## src/sv/ppu_pkg.sv

```systemverilog
`timescale 1ns / 1ps
// ppu_pkg: shared widths, codes and types for the two-plane pixel plotter.
// No dependencies.
package ppu_pkg;

    localparam int PANEL_WIDTH_DEF  = 176;
    localparam int PANEL_HEIGHT_DEF = 264;
    localparam int PLANE_BYTES_DEF  = 5808;

    localparam int COORD_W    = 11;
    localparam int POS_W      = 10;
    localparam int LIN_W      = 2 * POS_W;
    localparam int IDX_W      = 13;
    localparam int BYTE_W     = 8;
    localparam int PEN_W      = 3;
    localparam int ACT_W      = 2;
    localparam int CFG_IDX_W  = 1;
    localparam int CFG_DATA_W = 2;

    localparam logic [ACT_W-1:0] ACT_DRAW = 2'd0;
    localparam logic [ACT_W-1:0] ACT_FILL = 2'd1;
    localparam logic [ACT_W-1:0] ACT_READ = 2'd2;

    localparam logic [PEN_W-1:0] PEN_WHITE = 3'd0;
    localparam logic [PEN_W-1:0] PEN_BLACK = 3'd1;
    localparam logic [PEN_W-1:0] PEN_COLOR = 3'd2;
    localparam logic [PEN_W-1:0] PEN_INV1  = 3'd3;
    localparam logic [PEN_W-1:0] PEN_INV2  = 3'd4;
    localparam logic [PEN_W-1:0] PEN_INV3  = 3'd5;

    localparam logic [CFG_IDX_W-1:0] REG_ROTATION  = 1'b0;
    localparam logic [CFG_IDX_W-1:0] REG_HAS_COLOR = 1'b1;

    typedef struct packed {
        logic rd_en;
        logic wr_black;
        logic wr_color;
    } plane_ctl_t;

    typedef struct packed {
        logic       in_bounds;
        logic       in_store;
        logic [2:0] bit_pos;
    } coord_t;

endpackage

```

## src/sv/ppu_coord.sv

```systemverilog
`timescale 1ns / 1ps
// ppu_coord: bounds check, rotation and byte/bit addressing in two stages.
// Depends on ppu_pkg.
module ppu_coord
    import ppu_pkg::*;
#(
    parameter int PANEL_WIDTH  = PANEL_WIDTH_DEF,
    parameter int PANEL_HEIGHT = PANEL_HEIGHT_DEF,
    parameter int PLANE_BYTES  = PLANE_BYTES_DEF
)
(
    input  logic                              clk,
    input  logic                              go,
    input  logic [1:0]                        rotation,
    input  logic signed [COORD_W-1:0]         pos_x,
    input  logic signed [COORD_W-1:0]         pos_y,
    output coord_t                            coord,
    output logic [$clog2(PLANE_BYTES)-1:0]    addr
);

    localparam int ADDR_W = $clog2(PLANE_BYTES);
    localparam logic [COORD_W-1:0] W_C  = COORD_W'(PANEL_WIDTH);
    localparam logic [COORD_W-1:0] H_C  = COORD_W'(PANEL_HEIGHT);
    localparam logic [COORD_W-1:0] WM1  = COORD_W'(PANEL_WIDTH - 1);
    localparam logic [COORD_W-1:0] HM1  = COORD_W'(PANEL_HEIGHT - 1);
    localparam logic [LIN_W-4:0]   PB_C = (LIN_W-3)'(PLANE_BYTES);

    logic [COORD_W-1:0] x_u;
    logic [COORD_W-1:0] y_u;
    logic [COORD_W-1:0] rw;
    logic [COORD_W-1:0] rh;
    logic [COORD_W-1:0] ux_w;
    logic [COORD_W-1:0] uy_w;
    logic               inb_next;

    logic [POS_W-1:0]   ux_reg;
    logic [POS_W-1:0]   uy_reg;
    logic               inb1_reg;
    logic               inb2_reg;
    logic [LIN_W-1:0]   lin_reg;
    logic [LIN_W-1:0]   lin_next;

    assign x_u = $unsigned(pos_x);
    assign y_u = $unsigned(pos_y);
    assign rw  = rotation[0] ? H_C : W_C;
    assign rh  = rotation[0] ? W_C : H_C;
    assign inb_next = !x_u[COORD_W-1] && !y_u[COORD_W-1] && (x_u < rw) && (y_u < rh);

    always_comb
    begin
        case (rotation)
            2'd1:
            begin
                ux_w = WM1 - y_u;
                uy_w = x_u;
            end
            2'd2:
            begin
                ux_w = WM1 - x_u;
                uy_w = HM1 - y_u;
            end
            2'd3:
            begin
                ux_w = y_u;
                uy_w = HM1 - x_u;
            end
            default:
            begin
                ux_w = x_u;
                uy_w = y_u;
            end
        endcase
    end

    assign lin_next = LIN_W'(uy_reg) * LIN_W'(PANEL_WIDTH) + LIN_W'(ux_reg);

    // Stage one: hold mapped coordinates of the accepted beat
    always_ff @(posedge clk)
    begin
        if (go)
        begin
            ux_reg   <= ux_w[POS_W-1:0];
            uy_reg   <= uy_w[POS_W-1:0];
            inb1_reg <= inb_next;
        end
    end

    // Stage two: linear pixel number
    always_ff @(posedge clk)
    begin
        lin_reg  <= lin_next;
        inb2_reg <= inb1_reg;
    end

    assign coord.in_bounds = inb2_reg;
    assign coord.in_store  = (lin_reg[LIN_W-1:3] < PB_C);
    assign coord.bit_pos   = lin_reg[2:0];
    assign addr            = lin_reg[ADDR_W+2:3];

endmodule

```

## config.mk

```make
export PLATFORM = sky130hd
export DESIGN_NAME = ppu_coord
export DESIGN_NICKNAME = d
export VERILOG_FILES = /design/src/sv/ppu_pkg.sv /design/src/sv/ppu_coord.sv
export SDC_FILE = /design/constraint.sdc
export NUM_CORES = 1
export LEC_CHECK = 0
export ABC_AREA = 1
export BUFFER_PORTS_ARGS = -buffer_cell sky130_fd_sc_hd__buf_4
export CAP_MARGIN = 20
export CORE_ASPECT_RATIO = 1.4
export CORE_MARGIN = 5
export CORE_UTILIZATION = 40
export CTS_BUF_LIST = sky130_fd_sc_hd__clkbuf_8 sky130_fd_sc_hd__clkbuf_16
export CTS_CLUSTER_DIAMETER = 60
export CTS_CLUSTER_SIZE = 12
export DETAILED_ROUTE_END_ITERATION = 10
export GPL_TIMING_DRIVEN = 1
export PLACE_DENSITY = 0.65
export REMOVE_ABC_BUFFERS = 1
export SETUP_SLACK_MARGIN = 0.3
export SLEW_MARGIN = 25
export SYNTH_ARGS = -nofsm -noshare
export SYNTH_HDL_FRONTEND = slang
export SYNTH_SLANG_ARGS = --single-unit
```

## constraint.sdc

```tcl
create_clock -name clk -period 7.7 [get_ports clk]
set_clock_uncertainty 0.1 [all_clocks]
set_input_delay 1.155 -clock clk [delete_from_list [all_inputs] [get_ports clk]]
set_output_delay 1.155 -clock clk [all_outputs]
set_load 0.01 [all_outputs]
```

Yosys cells after proc, flatten, opt, wreduce, memory -nomap -nowiden. Cells that the tools add are included.

Input bits: 26. Output and inout port bits: 18. Bits in registers: 41.

Multiplexer cells: 4. Order comparisons: 3. Add/sub/neg operators: 5. Equal/unequal tests: 3. Reduce and logical (&&, ||, !) cells: 5. Multiply operators: 1.

Operator list (number): $pmux 10 s3 (2); $lt 11x9->1 (2); $sub 8x10->10 const A (2); $sub 9x10->10 const A (2); $add 18x10->19 (1); $mux 9 (2); $lt 16x13->1 const B (1); $mul 10x4->14 const B (1); $eq 2x2->1 const B (2); $logic_and 1x1->1 (3); $eq 2x1->1 const B (1); $logic_not 1->1 (2).

Logic depth before layout (Yosys ltp).
Word-level depth: 4. Depth in mapped cells: 17. Depth with buffers taken out: 17.

Worst setup path before layout. Ideal clock, no wire load.

Path type: reg-to-reg. Start: register uy_reg[1]. End: register lin_reg[16]. Path slack: 4.291 ns. Arrival time: 3.197 ns. Period minus slack after synthesis: 3.409 ns. Cell stages (with the launch flop): 18. Library setup time: 0.112 ns. Cell sequence: edfxtp_1 -> ha_1 -> fa_1 -> ha_1 -> inv_1 -> nand2_1 -> and2_2 -> xor2_1 -> ha_1 -> nand2_1 -> o21ai_0 -> nor2_1 -> nor2_2 -> nand2_1 -> nor2_4 -> nand2_1 -> nand2_1 -> nand2_1.

Word-level cells in the longest chain between the ends: 2.

RTL lines: from (decl) (RTL line ppu_coord.sv:37) `logic [POS_W-1:0] uy_reg;`; from (signal assigned) (RTL line ppu_coord.sv:83) `uy_reg <= uy_w[POS_W-1:0];`; $mul 10x4->14 (RTL line ppu_coord.sv:75) `assign lin_next = LIN_W'(uy_reg) * LIN_W'(PANEL_WIDTH) + LIN_W'(ux_reg);`; $add 18x10->19 (RTL line ppu_coord.sv:75); via lin_next[16] (RTL line ppu_coord.sv:41) `logic [LIN_W-1:0] lin_next;`; to (signal assigned) (RTL line ppu_coord.sv:91) `lin_reg <= lin_next;`; to (decl) (RTL line ppu_coord.sv:40) `logic [LIN_W-1:0] lin_reg;`.

The timed path passes the listed nets, and every way through them passes these cells. A chain may end at the register's enable or synchronous reset.

Worst setup path in the final report. Same ends and word-level chain as after synthesis.

==> impl_results.md <==
- Setup bufs post-CTS: 0
- Routed WL: 7480 microns
- Setup violators final: 0
- Slew @ Worst Pin: 0.744 ns
- Yosys top cell area share: 0.174
- Cells after Synth: 489
- Fillers: 904
- Clock H-tree levels: 2
- Max_cap viols: 0
- Placement Setup Slack: 4.01 ns
- Die X: ~90 microns
- Core Area: 0.00893 sq mm
- Total Routing Usage GR: 0.135
- Area growth syn-to-layout: 13.4%
- Count of state elements after synthesis: between 40 and 50
- Die height: 123 microns
- Crit Path Category: flop to flop
- Max reg flops: 19
- I/O pin total: 44
- Setup TNS: 0 ns
- Syn avg cell area: 7.40 sq um
- Max frequency: 0.270 GHz
- Total Nets Final: 590
- Iter 0 DRT Violations: 95
- CTS tree: yes
- Slew Limit Fails: 0
- Final worst setup slack: 4.00 ns
- Number of remaining DRC errors: 0
- CTS buffer count: 5
- Clock Tree Root: clkbuf_16
- Final Hold Fails: 0
- Rel. slew slack: 0.502
- HPWL Detailed: ~6300 microns
- CP required: 7.78 ns
- Final Critical Period: 3.70 ns
- Port bufs: 43
- Antenna violations before repair: 0
- Largest area contributor in the netlist: edfxtp_1
- Number of global-route vias before repair: 2991
- Wirelength per Cell: approximately 12 microns
- Worst Setup Start Kind: flop
- Via/cell ratio: 4.98
- Period utilization: 0.481
- Worst-path fanout max: 6
- Die area: 0.0111 sq mm
- Final Wtd Congestion: ~0.91
- Outcome: finished, final reports clean
- Number of diodes: 0
- Post-CTS Hold Buffers: 0
- ANT nets after route: 0
- Proportion of layout cells with a drive suffix above 1: 0.139
- Initial core utilization: 0.406
- Clock transition at path regs: 0.06 ns
- Count of different cell masters after synthesis: 41
- FP Rows: 41
- Area occupied by registers: 0.00103 sq mm
- Multi-input gate area: 0.00207 sq mm
- Drt first pass iters: 4
- VDD IR max: 0.221 mV
- Setup crit end kind: flop
- Sequential-to-total area share from yosys stat: 0.285
- First-pass GRT wire length: 12400 microns
- Main area contributors after synthesis: edfxtp_1 (17%), ha_1 (14%), nand2_1 (12%)
- RSZ-0062 raised after global routing: false
- Largest net degree at the start of global routing: 24
- CTS sink count: 41
- Mapped Area: roughly 0.0036 sq mm
- Leak Pwr: 2.15 nW
- Deepest clock path buffer count: 2
- Power density over the cells: 319 mW/mm^2
- Via count: around 3.1k
- Overall power: 1.31 mW
- Arrival @ worst endpoint: 3.78 ns
- Synth warn: 0
- Worst hold path class: flop to flop
- Overflow after GRT: 0
- Clock latency on the worst-skew pair: 0.28 ns
- Post-CTS resize count: 0
-- final timing paths --
kind,slack [ns],endpoint,startpoint,cells past startpoint
max,4.00,lin_reg[16],uy_reg[1],17
min,0.24,lin_reg[3],ux_reg[3],0
max reg2reg,4.00,lin_reg[16],uy_reg[1],17
min reg2reg,0.24,lin_reg[3],ux_reg[3],0
-- metrics by stage --
step / hold WS (ns) / utilization / instances / instance area [sq um]
after floorplan: 0.223 / - / 466 / 3460
after global placement: 0.225 / 0.438 / 616 / 3910
after detailed placement: 0.229 / 0.438 / 616 / 3910
after CTS: 0.244 / 0.460 / 624 / 4110
after global routing: 0.249 / 0.460 / 624 / 4110
final: 0.241 / 0.460 / 624 / 4110
-- worst max-delay path: stages, from the launching register on --
cell and delay, ns:
edfxtp_1 0.43, ha_1 0.34, fa_1 0.46, ha_1 0.38, inv_1 0.08, nand2_1 0.07, and2_2 0.21, xor2_1 0.14
ha_1 0.35, nand2_1 0.09, o21ai_0 0.25, nor2_1 0.08, nor2_2 0.21, nand2_1 0.13, nor2_4 0.12, nand2_1 0.06
nand2_1 0.05, nand2_1 0.04
-- area by class of cell --
| cell class | instances | area share |
|---|---|---|
| multi-input cells | 331 | 0.505 |
| flip-flops and latches | 41 | 0.251 |
| inverters | 94 | 0.0859 |
| repair buffers | 43 | 0.0786 |
| well taps | 107 | 0.0326 |
| clock buffers | 5 | 0.0305 |
| clock inverters | 3 | 0.0168 |
-- synth_stat cells (all sizes together) --
| library cell | n |
|---|---|
| o221ai | 5 |
| dfxtp | 20 |
| nor2 | 33 |
| or2 | 2 |
| o22ai | 7 |
| a221oi | 3 |
| a31o | 1 |
| a221o | 1 |
| or3 | 1 |
| fa | 8 |
| nand3b | 1 |
| inv | 94 |
| and2 | 2 |
| buf | 21 |
| o21ai | 22 |
| clkbuf | 2 |
| nand2 | 128 |
| nor3 | 4 |
| nand3 | 27 |
| o21bai | 3 |
| ha | 40 |
| xor2 | 13 |
| a31oi | 2 |
| xnor2 | 3 |
| o211ai | 2 |
| a21oi | 19 |
| edfxtp | 21 |
| nand4 | 4 |
-- placed cells by master, fill, tap and decap left out, types with 2 or more instances in the layout --
cell	instances
bufinv_16	2
clkbuf_16	5
inv_1	92
nor2_2	2
xor2_1	12
nor2_1	29
nand2_1	120
o211ai_1	2
a21oi_1	18
a31oi_1	2
inv_2	2
nand2_2	8
dfxtp_1	20
nor2_4	2
ha_1	40
edfxtp_1	21
o22ai_1	7
buf_4	43
o21ai_0	19
nand3_1	26
xnor2_1	3
nor3_1	4
o221ai_1	5
o21ai_1	2
a221oi_1	3
o21bai_1	3
fa_1	8
nand4_1	4
-- per-layer routing --
layer	track usage	wire, microns	vias up
li1	-	-	1612
met1	0.141	2930	1404
met2	0.262	4040	72
met3	0.0196	264	20
met4	0.0642	248	0
met5	0	0	-
-- report_power, final --
group          switching (mW)  internal [mW]  total, mW
sequential             0.0232          0.290      0.314
combinational           0.439          0.288      0.727
clock                  0.0837          0.187      0.270
total                   0.546          0.765       1.31
-- cells by family (layout without fill, tap and decap cells) --
family / Yosys count / in the layout / share of synthesized area
buffers and inverters: 117 / 145 / 0.143
adder cells (fa/ha/maj): 48 / 48 / 0.182
AND/OR/NAND/NOR: 202 / 202 / 0.240
XOR/XNOR: 16 / 16 / 0.0408
flip-flops: 41 / 41 / 0.285
AO/OA/AOI/OAI: 65 / 65 / 0.109
Note: power is estimated with default switching activity, not from simulation.
